## config.mk

```make
export PLATFORM = sky130hd
export DESIGN_NAME = cor_fifo
export DESIGN_NICKNAME = d
export VERILOG_FILES = /design/src/hw/rtl/cor_pkg.sv /design/src/hw/rtl/cor_fifo.sv
export SDC_FILE = /design/constraint.sdc
export NUM_CORES = 1
export LEC_CHECK = 0
export ABC_AREA = 1
export BUFFER_PORTS_ARGS = -buffer_cell sky130_fd_sc_hd__buf_2
export CORE_ASPECT_RATIO = 1.4
export CORE_MARGIN = 1.5
export CORE_UTILIZATION = 45
export DETAILED_ROUTE_END_ITERATION = 10
export HOLD_SLACK_MARGIN = 0.05
export PLACE_DENSITY = 0.73
export SLEW_MARGIN = 10
export SYNTH_ARGS = -nofsm -noshare
export SYNTH_HDL_FRONTEND = slang
export SYNTH_SLANG_ARGS = --single-unit
```

## constraint.sdc

```tcl
create_clock -name clock -period 11 [get_ports clock]
set_input_delay 1.1 -clock clock [delete_from_list [all_inputs] [get_ports clock]]
set_output_delay 1.1 -clock clock [all_outputs]
set_load 0.03 [all_outputs]
```

## src/hw/rtl/cor_pkg.sv

```systemverilog
`timescale 1ns / 1ps
// ----------------------------------------------------------------------------
// cor_pkg
// Shared types, widths and helpers for the collision overlap resolver.
// ----------------------------------------------------------------------------
package cor_pkg;

   localparam int COORD_W    = 24;
   localparam int DIM_W      = 23;
   localparam int MODE_W     = 2;
   localparam int THR_W      = 32;
   localparam int BOX_W      = 29;
   localparam int CDIFF_W    = 25;
   localparam int RR_W       = 24;
   localparam int MTV_W      = 28;
   localparam int SQ_W       = 50;
   localparam int SQRT_STAGES = SQ_W / 2;
   localparam int ROOT_W     = 25;
   localparam int SREM_W     = 28;
   localparam int OV_W       = 26;
   localparam int PROD_W     = 51;
   localparam int MAG_W      = 52;
   localparam int QUO_W      = 27;
   localparam int DREM_W     = MAG_W - QUO_W;
   localparam int SQR_W      = 2 * MTV_W;
   localparam int DISP_W     = 30;
   localparam int BACK_STAGES = 1 + SQRT_STAGES + 3 + QUO_W + 2;
   localparam int FIFO_DEPTH = 2;
   localparam int FIFO_PTR_W = 1;
   localparam int FIFO_CNT_W = 2;

   localparam logic [THR_W-1:0] MIN_MOVE_SQ_RESET = 32'd256;

   localparam logic [MODE_W-1:0] MODE_BOX_BOX   = 2'd0;
   localparam logic [MODE_W-1:0] MODE_CIRC_CIRC = 2'd1;
   localparam logic [MODE_W-1:0] MODE_BOX_CIRC  = 2'd2;
   localparam logic [MODE_W-1:0] MODE_CIRC_BOX  = 2'd3;

   typedef struct packed {
      logic [MODE_W-1:0]         mode;
      logic signed [COORD_W-1:0] a_x;
      logic signed [COORD_W-1:0] a_y;
      logic [DIM_W-1:0]          a_w;
      logic [DIM_W-1:0]          a_h;
      logic signed [COORD_W-1:0] b_x;
      logic signed [COORD_W-1:0] b_y;
      logic [DIM_W-1:0]          b_w;
      logic [DIM_W-1:0]          b_h;
      logic                      push_a;
      logic                      push_b;
   } req_type;

   typedef struct packed {
      logic signed [COORD_W-1:0] a_dx;
      logic signed [COORD_W-1:0] a_dy;
      logic signed [COORD_W-1:0] b_dx;
      logic signed [COORD_W-1:0] b_dy;
      logic                      ignored;
   } rsp_type;

   // one classified pair waiting for the back end
   typedef struct packed {
      logic                      circ;
      logic                      negate;
      logic                      push_a;
      logic                      push_b;
      logic signed [MTV_W-1:0]   mx;
      logic signed [MTV_W-1:0]   my;
      logic signed [CDIFF_W-1:0] cdx;
      logic signed [CDIFF_W-1:0] cdy;
      logic [RR_W-1:0]           rr;
      logic [SQ_W-1:0]           d2;
   } work_type;

   // back end pipeline word
   typedef struct packed {
      work_type                  wk;
      logic                      zero;
      logic [ROOT_W-1:0]         root;
      logic [SREM_W-1:0]         srem;
      logic signed [OV_W-1:0]    ovv;
      logic signed [PROD_W-1:0]  px;
      logic signed [PROD_W-1:0]  py;
      logic                      sgn_x;
      logic                      sgn_y;
      logic [MAG_W-1:0]          magx;
      logic [MAG_W-1:0]          magy;
      logic [QUO_W-1:0]          qx;
      logic [QUO_W-1:0]          qy;
      logic [DREM_W-1:0]         rx;
      logic [DREM_W-1:0]         ry;
      logic [SQR_W-1:0]          mxx;
      logic [SQR_W-1:0]          myy;
   } bk_type;

   function automatic logic signed [BOX_W-1:0] sext_box(logic [COORD_W-1:0] v);
      return $signed({{(BOX_W-COORD_W){v[COORD_W-1]}}, v});
   endfunction

   function automatic logic signed [BOX_W-1:0] zext_box(logic [DIM_W-1:0] v);
      return $signed({{(BOX_W-DIM_W){1'b0}}, v});
   endfunction

   function automatic logic signed [COORD_W-1:0] sat24(logic signed [DISP_W-1:0] v);
      logic signed [COORD_W-1:0] r;
      if (v > 30'sd8388607) begin
         r = 24'sh7FFFFF;
      end else if (v < -30'sd8388608) begin
         r = 24'sh800000;
      end else begin
         r = v[COORD_W-1:0];
      end
      return r;
   endfunction

endpackage

```

## src/hw/rtl/cor_fifo.sv

```systemverilog
`timescale 1ns / 1ps
// ----------------------------------------------------------------------------
// cor_fifo
// Short queue between the front end and the back end.
// ----------------------------------------------------------------------------
module cor_fifo (
   input  logic              clock,
   input  logic              reset,
   input  logic              push,
   input  cor_pkg::work_type push_data,
   output logic              full,
   input  logic              pop,
   output logic              not_empty,
   output cor_pkg::work_type pop_data
);

   cor_pkg::work_type mem [cor_pkg::FIFO_DEPTH];
   logic [cor_pkg::FIFO_PTR_W-1:0] wr_ptr_ff, rd_ptr_ff;
   logic [cor_pkg::FIFO_CNT_W-1:0] cnt_ff, cnt_in;

   assign full      = (cnt_ff == cor_pkg::FIFO_CNT_W'(cor_pkg::FIFO_DEPTH));
   assign not_empty = (cnt_ff != '0);
   assign pop_data  = mem[rd_ptr_ff];

   always_comb begin
      cnt_in = cnt_ff;
      if (push && !pop) begin
         cnt_in = cnt_ff + 1'b1;
      end else if (pop && !push) begin
         cnt_in = cnt_ff - 1'b1;
      end
   end

   always_ff @(posedge clock) begin
      if (reset) begin
         wr_ptr_ff <= '0;
         rd_ptr_ff <= '0;
         cnt_ff    <= '0;
      end else begin
         cnt_ff <= cnt_in;
         if (push) begin
            wr_ptr_ff <= wr_ptr_ff + 1'b1;
         end
         if (pop) begin
            rd_ptr_ff <= rd_ptr_ff + 1'b1;
         end
      end
   end

   always_ff @(posedge clock) begin
      if (push) begin
         mem[wr_ptr_ff] <= push_data;
      end
   end

endmodule

```

==> results of run 1 <==
-- cells in the mapped netlist, drive strengths merged --
| cell type | instances |
|---|---|
| mux2 | 184 |
| dfxtp | 5 |
| ha | 1 |
| nor2 | 6 |
| xnor2 | 1 |
| nor3 | 1 |
| inv | 9 |
| edfxtp | 368 |
| buf | 20 |
| a21oi | 1 |
| o21ai | 1 |
| nand3 | 1 |
| nand4 | 1 |
| nand2 | 6 |
-- cell families (layout without fill, tap and decap cells) --
logic type	after synthesis	in the layout	share of synthesized area (%)
compound gates	2	2	0.0738
xor+xnor	1	1	0.0646
fa+ha+maj	1	1	0.0923
buf+inv	29	452	1.76
flops	373	373	82.3
mux	184	184	15.3
other cells	0	10	0
simple gates	15	15	0.452
-- power groups by stage --
stage	logic (mW)	registers, mW	clock network (mW)
6_report	0.416	1.67	1.17
3_5_place_dp	0.421	1.70	0
2_1_floorplan	0.298	1.70	0
4_1_cts	0.423	1.67	1.20
5_1_grt	0.441	1.68	1.25
3_3_place_gp	0.416	1.70	0
-- final cells by class --
cell class,instances,area (um2),area share (%)
multi-input cells,203,2170,12.8
flip-flops and latches,373,11200,65.9
repair buffers,380,1920,11.3
diodes,10,25.0,0.148
clock inverters,20,149,0.880
inverters,9,38.8,0.229
well taps,385,482,2.85
clock buffers,43,978,5.78
-- critical path, stage by stage (launching register included) --
cell     delay, ns
dfxtp_4       0.72
buf_4         0.87
mux2_2        0.43
buf_2         0.18
-- layer usage --
layer | GRT usage [%] | share of wire, % | vias to the layer above
met5 | 0 | 0 | -
met4 | 7.27 | 3.0 | 0
met3 | 4.85 | 7.8 | 50
met2 | 28.8 | 54 | 269
met1 | 17.9 | 35 | 3427
li1 | - | - | 3201
-- through the flow --
step / util [%] / total power, mW / cell area (um2) / hold WS [ns]
5_1_grt: 56.7 / 3.37 / 16900 / 0.566
4_1_cts: 56.6 / 3.30 / 16900 / 0.534
6_report: 56.7 / 3.25 / 16900 / 0.527
3_3_place_gp: 52.8 / 2.11 / 15800 / 0.497
2_1_floorplan: - / 2.00 / 13600 / 0.480
3_5_place_dp: 52.8 / 2.12 / 15800 / 0.509
-- flip-flops by register name (all words and copies together), names as in the netlist, named ones only --
register	count
rd_ptr_ff	1
mem	368
cnt_ff	2
wr_ptr_ff	1
-- worst max-delay path by stage --
stage | from | end | slack, ns | cells after the start
2_1_floorplan | push | mem[0][0]$_DFFE_PP_ | 1.43 | 2
3_3_place_gp | push | mem[0][28]$_DFFE_PP_ | 7.45 | 5
3_5_place_dp | push | mem[0][28]$_DFFE_PP_ | 7.41 | 5
4_1_cts | flip-flop | pop_data[92] | 6.97 | 3
5_1_grt | flip-flop | pop_data[87] | 6.86 | 3
6_report | flip-flop | pop_data[164] | 7.05 | 3
==> results by group, run 1 <==
Clock tree
  – Register clock-pin slew on the reported worst setup and hold paths: 0.06 ns
  – Number of buffers added for setup after CTS: 0
  – Number of buffers on the longest clock path: 3
  – Number of gates resized after cts: 0
  – Sink Count: 373
  – Root buffer cell: clkbuf_16
  – Cts-stage hold buffer count: 0
  – Insertion delay of the later-clocked pin in the worst-skew pair: 0.51 ns
  – H-tree levels: 2
  – TritonCTS clock tree: built
  – Number of clock buffers inserted by TritonCTS: 35

Setup path
  – Setup crit start kind: flip-flop
  – Critical R2R Capture: mem[0][86]$_DFFE_PP_
  – Maximum net fanout on the critical path: 79
  – Required time worst endpoint: 9.90 ns
  – Startpoint of the lowest-slack register-to-register path: wr_ptr_ff$_SDFFE_PP0P_
  – Critical Path AT: 2.85 ns
  – Start-to-end type of the worst setup path: flip-flop to primary output
  – FF-to-FF path depth: 3
  – Kind of capture point of the worst setup path: primary output
  – Worst R2R Setup Slack: 8.47 ns

Timing
  – Worst setup slack after layout: 7.05 ns
  – Final number of max-transition violations: 0
  – Post-Route Setup TNS: 0 ns
  – Fraction of the cycle the final worst path needs: 35.9%
  – Max-slew headroom: 27.9%
  – Clock period minus worst slack: 3.95 ns
  – Maximum achievable frequency: 253 MHz
  – Setup repair after global routing missed its margin: false
  – Setup Viol. Count Final: 0
  – Endpoints failing hold: 0
  – Worst-Margin Slew: 1.08 ns
  – Fin Clk Skew: 0.0111 ns

Worst hold path
  – Worst Hold Class: flip-flop to flip-flop
  – Hold Path Sink: rd_ptr_ff$_SDFFE_PP0P_
  – Hold depth: 2
  – Min-delay src: rd_ptr_ff$_SDFFE_PP0P_

Synthesis
  – Count of warnings emitted by yosys: 0
  – Cell Area, Synth: about 14000 um2
  – Number of library cell types mapped by synthesis: 16
  – Cell types with the largest area share after synthesis: edfxtp_1 (82%), mux2_2 (15%), buf_6 (1.3%), dfxtp_1 (0.74%), inv_1 (0.25%)
  – Portion of synthesized cell area occupied by the leading cell type: 81.5%
  – Most area-hungry cell type in the Yosys netlist: edfxtp_1
  – Mean cell area of the mapped netlist: about 22 um2
  – Post-Synthesis Net Count: 794
  – Sequential share of the synthesized area: 82.3%
  – Post-synthesis sequential element count: about 370
  – Synthesized instance count: 605

Detailed routing
  – Routed WL per cell: 18.4 um
  – Total Wirelength: 26100 um
  – DR vias: a little under 7k
  – ANT nets after route: 0
  – Drt first-iter violations: roughly 330
  – Pre-antenna DRT Iters: 4
  – Number of remaining DRC errors: 0
  – Number of vias per cell after detailed routing: 4.88

Floorplanning
  – Full die area: roughly 31000 um2
  – I/O pin cnt: 374
  – Height of the chip: 208 um
  – Area of the placeable core: 29800 um2
  – Horiz. Die Dim: 150 um
  – Initial Util: 45.4%
  – Number of placement rows: 75

Pwr
  – Sequential group share of total power: 51.3%
  – Cell internal power dissipation: 2.47 mW
  – IR drop worst, VDD: 0.145 mV
  – Leakage power total: 6.33 nW
  – Proportion of total power due to net switching: 24.0%
  – Part of the power in the clock network: 35.9%
  – NetSw: 781 uW
  – Pwr per Cell Area: approximately 190 nW/um2
  – Relative contribution of combinational cells to total power: 12.8%

Final layout
  – Leading cell type in the layout, fill and taps excluded: buf_2
  – Fill cell instance count of the final layout: between 2k and 2.5k
  – Number of cells in the finished layout apart from fillers: between 1k and 1.5k
  – Net count, final: 1191
  – Area overhead of the layout relative to synthesis: 24.8%
  – Fraction of final layout cells sized beyond drive strength 1: 60.3%
  – Commonest cells after routing, fill and taps aside: buf_2 (373), edfxtp_1 (368), mux2_2 (184)

Global route
  – Overflow left after global routing: 0
  – Global-route wire length before repair: between 30000 and 40000 um
  – All-layer global routing usage: 16.3%
  – Vias in the first global route: 7190
  – Maximum number of pins on one net before global-route repair: 80
  – Initial antenna violation count: 10

Place
  – Worst setup slack before clock tree synthesis: 7.41 ns
  – Number of port buffers: 373
  – Final HPWL DP: 17300 um
  – Inst Count DP: 1350
  – Final weighted congestion in routability-driven placement: 0.738

Flow run
  – Count of maximum capacitance violations: 0

Status
  – Status: finished, final reports clean
(Power assumes the default switching activity.)
==> run 2, diff against run 1 <==
- PLACE_DENSITY: 0.73 -> 0.76
- clock period: 11 -> 3.5 ns (I/O delays scaled with it)
==> run 2 against run 1 <==
Against the previous run:
- sequential share of layout area is 6.8 points lower
- utilization increased by 6.5 points
- critical path type unchanged
- global-route usage increased by 3.0 points
- via count is 12% higher
==> results by group, run 2 (same netlist as run 1, synthesis figures left out) <==
Final layout
  – Fraction of final layout cells sized beyond drive strength 1: 51.1%
  – Largest Register: mem
  – Commonest cells after routing, fill and taps aside: buf_2 (373), edfxtp_1 (368), dlygate4sd3_1 (185)
  – Final core occ: 63.2%
  – Area overhead of the layout relative to synthesis: 39.1%
  – Leading cell type in the layout, fill and taps excluded: buf_2
  – Largest regs: mem x368, cnt_ff x2
  – Number of flip-flops under the largest register name: 368
  – Net count, final: 1383
  – Layout Cell Area excl Fill: 18900 um2

Pwr
  – Cell internal power dissipation: 7.79 mW
  – IR drop worst, VDD: 0.441 mV
  – Part of the power in the clock network: 34.2%
  – Pwr per Cell Area: roughly 550 nW/um2
  – Proportion of total power due to net switching: approximately a quarter
  – Leakage power total: 7.13 nW
  – Sequential group share of total power: between 50% and 60%
  – Relative contribution of combinational cells to total power: 14.9%
  – NetSw: about 2.5 mW

Detailed routing
  – Drt first-iter violations: around 340
  – ANT nets after route: 0
  – Number of vias per cell after detailed routing: 4.84
  – Number of remaining DRC errors: 0
  – Pre-antenna DRT Iters: 4
  – Routed WL per cell: 19.1 um
  – DR vias: 7769
  – Total Wirelength: just over 30000 um

Setup path
  – Kind of capture point of the worst setup path: primary output
  – Critical Path AT: 2.21 ns
  – Critical R2R Capture: mem[0][137]$_DFFE_PP_
  – Worst R2R Setup Slack: ~1.9 ns
  – Start-to-end type of the worst setup path: flip-flop to primary output
  – Required time worst endpoint: approximately 3.2 ns
  – Startpoint of the lowest-slack register-to-register path: wr_ptr_ff$_SDFFE_PP0P_
  – Maximum net fanout on the critical path: 34
  – FF-to-FF path depth: 2
  – Setup crit start kind: flip-flop

Floorplanning
  – Height of the chip: 208 um
  – I/O pin cnt: 374
  – Number of placement rows: 75
  – Initial Util: 45.4%
  – Horiz. Die Dim: ~150 um
  – Area of the placeable core: 29800 um2
  – Full die area: 31200 um2

Timing
  – Setup repair after global routing missed its margin: false
  – Setup Viol. Count Final: 0
  – Maximum achievable frequency: 391 MHz
  – Max-slew headroom: 56.9%
  – Worst-Margin Slew: between 0.6 and 0.7 ns
  – Endpoints failing hold: 0
  – Worst hold margin: 0.126 ns
  – Clock period minus worst slack: 2.56 ns
  – Final number of max-transition violations: 0
  – Worst setup slack after layout: 0.945 ns
  – Fraction of the cycle the final worst path needs: 73.0%
  – Fin Clk Skew: around 0.013 ns

Place
  – Final weighted congestion in routability-driven placement: approximately 0.75
  – Number of port buffers: 373
  – Worst setup slack before clock tree synthesis: approximately 1.5 ns
  – Final HPWL DP: 18400 um
  – Instance area at placement: between 15000 and 20000 um2

Global route
  – Maximum number of pins on one net before global-route repair: 96
  – Vias in the first global route: 8502
  – Overflow left after global routing: 0
  – All-layer global routing usage: 19.3%
  – Global-route wire length before repair: ~46000 um
  – Initial antenna violation count: 8

Clock tree
  – Insertion delay of the later-clocked pin in the worst-skew pair: around 0.5 ns
  – Number of clock buffers inserted by TritonCTS: 35
  – Register clock-pin slew on the reported worst setup and hold paths: 0.07 ns
  – Number of buffers on the longest clock path: 3
  – Root buffer cell: clkbuf_16
  – Sink Count: around 370
  – TritonCTS clock tree: built
  – Number of buffers added for setup after CTS: 0
  – H-tree levels: 2
  – Number of gates resized after cts: 0

Status
  – Status: finished, final reports clean

Flow run
  – Count of maximum capacitance violations: 0

Worst hold path
  – Hold depth: 3
  – Worst Hold Class: input pin to flip-flop
  – Min-delay src: pop
## run 2: cell count changes in the layout (fill, tap and decap cells not counted), moves of 2 or more
cell	previous run	this run
clkinv_1	7	10
buf_12	0	8
clkbuf_1	3	6
dlygate4sd3_1	0	185
clkinvlp_4	3	1
diode_2	10	3
clkbuf_8	3	0
clkinv_2	8	6
## run 2: cell type report
cell class	count	area (um2)
Inverter	9	45.0
Timing Repair Buffer	572	3920
Antenna cell	3	7.51
Tap cell	385	482
Sequential cell	373	11200
Multi-Input combinational cell	203	2190
Clock inverter	18	106
Clock buffer	43	948
Fill cell	2074	11000
## run 2: timing repair
action                                  CTS  global route
endpoints found under the setup margin    0             0
endpoints found under the hold margin   371             0
hold buffers                            185             0
## run 2: how the worst max path moves through the flow
stage	slack, ns	cells after the start	startpoint	endpoint
finish	0.94	3	flip-flop	pop_data[150]
floorplan	-0.03	2	wr_ptr_ff$_SDFFE_PP0P_	mem[1][0]$_DFFE_PP_
global route	0.83	3	flip-flop	pop_data[150]
detailed placement	1.47	3	flip-flop	pop_data[154]
CTS	0.90	3	flip-flop	pop_data[154]
global placement	1.48	3	flip-flop	pop_data[22]
## run 2: worst max-delay path, stage by stage, from the launching register on
cell	delay (ns)
dfxtp_4	0.70
buf_4	0.39
mux2_2	0.40
buf_2	0.18
## run 2: power groups by stage
stage | logic [mW] | registers (mW) | clock network, mW
after floorplan | 0.940 | 5.33 | 0
after global placement | 1.33 | 5.33 | 0
after detailed placement | 1.36 | 5.34 | 0
after CTS | 1.54 | 5.25 | 3.60
after global routing | 1.62 | 5.27 | 3.77
final | 1.54 | 5.25 | 3.52
## run 2: layer usage
layer | track usage [%] | up-vias | share of wire (%)
met3 | 5.07 | 78 | 6.6
met4 | 7.74 | 10 | 3.5
met5 | 0 | - | 0.19
met2 | 35.7 | 299 | 54
met1 | 20.4 | 3806 | 35
li1 | - | 3576 | -
## run 2: per-stage QoR
step / instances / power [mW] / setup TNS [ns]
floorplan: 605 / 6.27 / -5.09
global placement: 1357 / 6.66 / 0
detailed placement: 1357 / 6.70 / 0
CTS: 1603 / 10.4 / 0
global route: 1605 / 10.7 / 0
finish: 1606 / 10.3 / 0
==> run 3, diff against run 2 <==
- ABC_AREA: 1 -> 0
- clock period: 3.5 -> 2.1 ns (I/O delays scaled with it)
==> run 3 against run 2 <==
Against the previous run:
- register-to-register slack got worse by 1.2 ns
- non-clock buffer count grew 7
- utilization up 1.3 points
- via count up 1.7%
- sequential cell count did not move
- design area grew 0.31%
- area after synthesis is 0.14% lower
- clock power grew 72%
- synthesized cell count fell by 1.8%
- critical endpoint is now pop_data[84]
- largest power group unchanged
- highest routed layer is now met4
==> results by group, run 3 <==
Detailed routing
  – Pre-antenna DRT Iters: 6
  – ANT nets after route: 0
  – Number of vias per cell after detailed routing: approximately 5.0
  – Drt first-iter violations: 293
  – Number of remaining DRC errors: 0
  – DR vias: 7902
  – Total Wirelength: 31300 um
  – Routed WL per cell: approximately 20 um

Floorplanning
  – Area of the placeable core: 29400 um2
  – Horiz. Die Dim: between 100 and 150 um
  – Number of placement rows: 74
  – Height of the chip: 208 um
  – Initial Util: 46.1%
  – Full die area: slightly above 30000 um2
  – I/O pin cnt: approximately 370

Final layout
  – Largest regs: mem x368, cnt_ff x2
  – Number of cells in the finished layout apart from fillers: 1596
  – Largest Register: mem
  – Number of flip-flops under the largest register name: 368
  – Layout Cell Area excl Fill: 18900 um2
  – Net count, final: between 1k and 1.5k
  – Final core occ: around 64%
  – Fraction of final layout cells sized beyond drive strength 1: 51.7%
  – Commonest cells after routing, fill and taps aside: buf_2 (373), edfxtp_1 (368), dlygate4sd3_1 (187)
  – Combined flip-flop and latch cell area: 11200 um2
  – Fill cell instance count of the final layout: 1952
  – Area overhead of the layout relative to synthesis: 39.7%
  – Leading cell type in the layout, fill and taps excluded: buf_2
  – Multi-input logic area: 2190 um2

Place
  – Number of port buffers: 373
  – Inst Count DP: 1346
  – Final HPWL DP: 18800 um
  – Final weighted congestion in routability-driven placement: 0.772
  – Instance area at placement: approximately 16000 um2
  – Worst setup slack before clock tree synthesis: 0.561 ns

Global route
  – Global-route wire length before repair: 46400 um
  – GRT busiest layer: met2
  – Met2 Track Usage GR: 37.3%
  – Met3 usage: 4.34%
  – Overflow left after global routing: 0
  – GR Util met1: about a fifth
  – Vias in the first global route: 8723
  – Maximum number of pins on one net before global-route repair: 74
  – All-layer global routing usage: 19.7%
  – Initial antenna violation count: 1

Setup path
  – Startpoint of the lowest-slack register-to-register path: wr_ptr_ff$_SDFFE_PP0P_
  – Start-to-end type of the worst setup path: flip-flop to primary output
  – FF-to-FF path depth: 3
  – Critical Path AT: approximately 1.9 ns
  – Critical R2R Capture: mem[0][111]$_DFFE_PP_
  – Worst R2R Setup Slack: 0.65 ns
  – Setup crit start kind: flip-flop
  – Maximum net fanout on the critical path: 73
  – Required time worst endpoint: 1.89 ns
  – Kind of capture point of the worst setup path: primary output

Synthesis
  – Count of warnings emitted by yosys: 0
  – Portion of synthesized cell area occupied by the leading cell type: 81.6%
  – Number of library cell types mapped by synthesis: 17
  – Post-synthesis sequential element count: 373
  – Sequential share of the synthesized area: 82.4%
  – Ys flop type: edfxtp_1
  – Most frequent cells after synthesis: edfxtp_1 (368), mux2_2 (184), buf_6 (16), dfxtp_1 (5), nor2_1 (4)
  – Synthesized instance count: 594
  – Cell Area, Synth: 13500 um2
  – Async S/R FF share, synth: 0%
  – Count of flip-flops with a built-in enable after synthesis: 368
  – Post-Synthesis Net Count: 783
  – Most common cell in the netlist: edfxtp_1
  – Cell types with the largest area share after synthesis: edfxtp_1 (82%), mux2_2 (15%), buf_6 (1.3%), dfxtp_1 (0.74%), xnor2_1 (0.13%)
  – Most area-hungry cell type in the Yosys netlist: edfxtp_1
  – Mean cell area of the mapped netlist: between 20 and 25 um2

Clock tree
  – Number of buffers on the longest clock path: 3
  – Number of buffers added for setup after CTS: 0
  – Root buffer cell: clkbuf_16
  – Number of clock buffers inserted by TritonCTS: 35
  – H-tree levels: 2
  – Register clock-pin slew on the reported worst setup and hold paths: ~0.06 ns
  – Sink Count: ~370
  – Insertion delay of the later-clocked pin in the worst-skew pair: 0.51 ns
  – TritonCTS clock tree: built

Pwr
  – Leakage power total: 7.16 nW
  – Pwr per Cell Area: 932 nW/um2
  – Overall power: between 15 and 20 mW
  – IR drop worst, VDD: 0.781 mV

Status
  – Status: finished, final reports clean

Timing
  – Setup repair after global routing missed its margin: true
  – Worst hold margin: around 0.23 ns
  – Setup Viol. Count Final: 0
  – Fraction of the cycle the final worst path needs: 100%
  – Maximum achievable frequency: 476 MHz
  – Worst setup slack after layout: 0.000201 ns
  – Max-slew headroom: 71.1%
  – Post-Route Setup TNS: 0 ns
  – Fin Clk Skew: 0.0118 ns
  – Endpoints failing hold: 0
  – Worst-Margin Slew: 0.433 ns
  – Final number of max-transition violations: 0
  – Clock period minus worst slack: 2.10 ns

Worst hold path
  – Hold depth: 4
  – Hold Path Sink: cnt_ff[0]$_SDFFE_PP0P_
  – Min-delay src: push
  – Worst Hold Class: input pin to flip-flop

Flow run
  – Count of maximum capacitance violations: 0
## run 3: cell families after synthesis
family / after synthesis / share of synthesized area (%)
flip-flops: 373 / 82.4
buffers and inverters: 21 / 1.54
AO/OA/AOI/OAI: 2 / 0.0739
adder cells (fa/ha/maj): 1 / 0.0924
AND/OR/NAND/NOR: 9 / 0.342
multiplexers: 184 / 15.3
XOR/XNOR: 4 / 0.259
## run 3: worst max-delay path by stage
stage	cells past startpoint	from	end
after floorplan	1	wr_ptr_ff$_SDFFE_PP0P_	mem[0][0]$_DFFE_PP_
after global placement	3	flip-flop	pop_data[153]
after detailed placement	3	flip-flop	pop_data[118]
after CTS	3	flip-flop	pop_data[124]
after global routing	3	flip-flop	pop_data[15]
final	3	flip-flop	pop_data[84]
## run 3: timing repair
item                                   in CTS  in global routing
setup endpoints to repair                   4                151
endpoints found under the hold margin     373                  0
pin swaps                                   0                  0
gates cloned                                0                  0
gates resized for setup                     0                  2
hold buffers                              187                  0
## run 3: critical path: stages (launching register included)
cell and delay, ns:
dfxtp_4 0.39, buf_16 0.27, mux2_2 0.40, buf_2 0.18
## run 3: cell type report
type                    instances  share of cell area (%)
well taps                     380                    2.51
inverters                       1                  0.0198
diodes                          1                  0.0132
flip-flops and latches        373                    59.0
clock buffers                  49                    5.13
repair buffers                579                    21.2
multi-input cells             200                    11.6
clock inverters                13                   0.615
## run 3: report_power, final
group          total, mW  switching (mW)  internal (mW)
logic               2.76            1.67           1.09
clock network       6.06            2.57           3.48
registers           8.81           0.120           8.69
total               17.6            4.36           13.3
## run 3: per-layer routing
metal	part of all wire, %	vias up	routed length, um
li1	-	3568	-
met3	6.0	89	1860
met1	34	3913	10700
met5	0	-	0
met2	55	332	17300
met4	4.8	0	1490
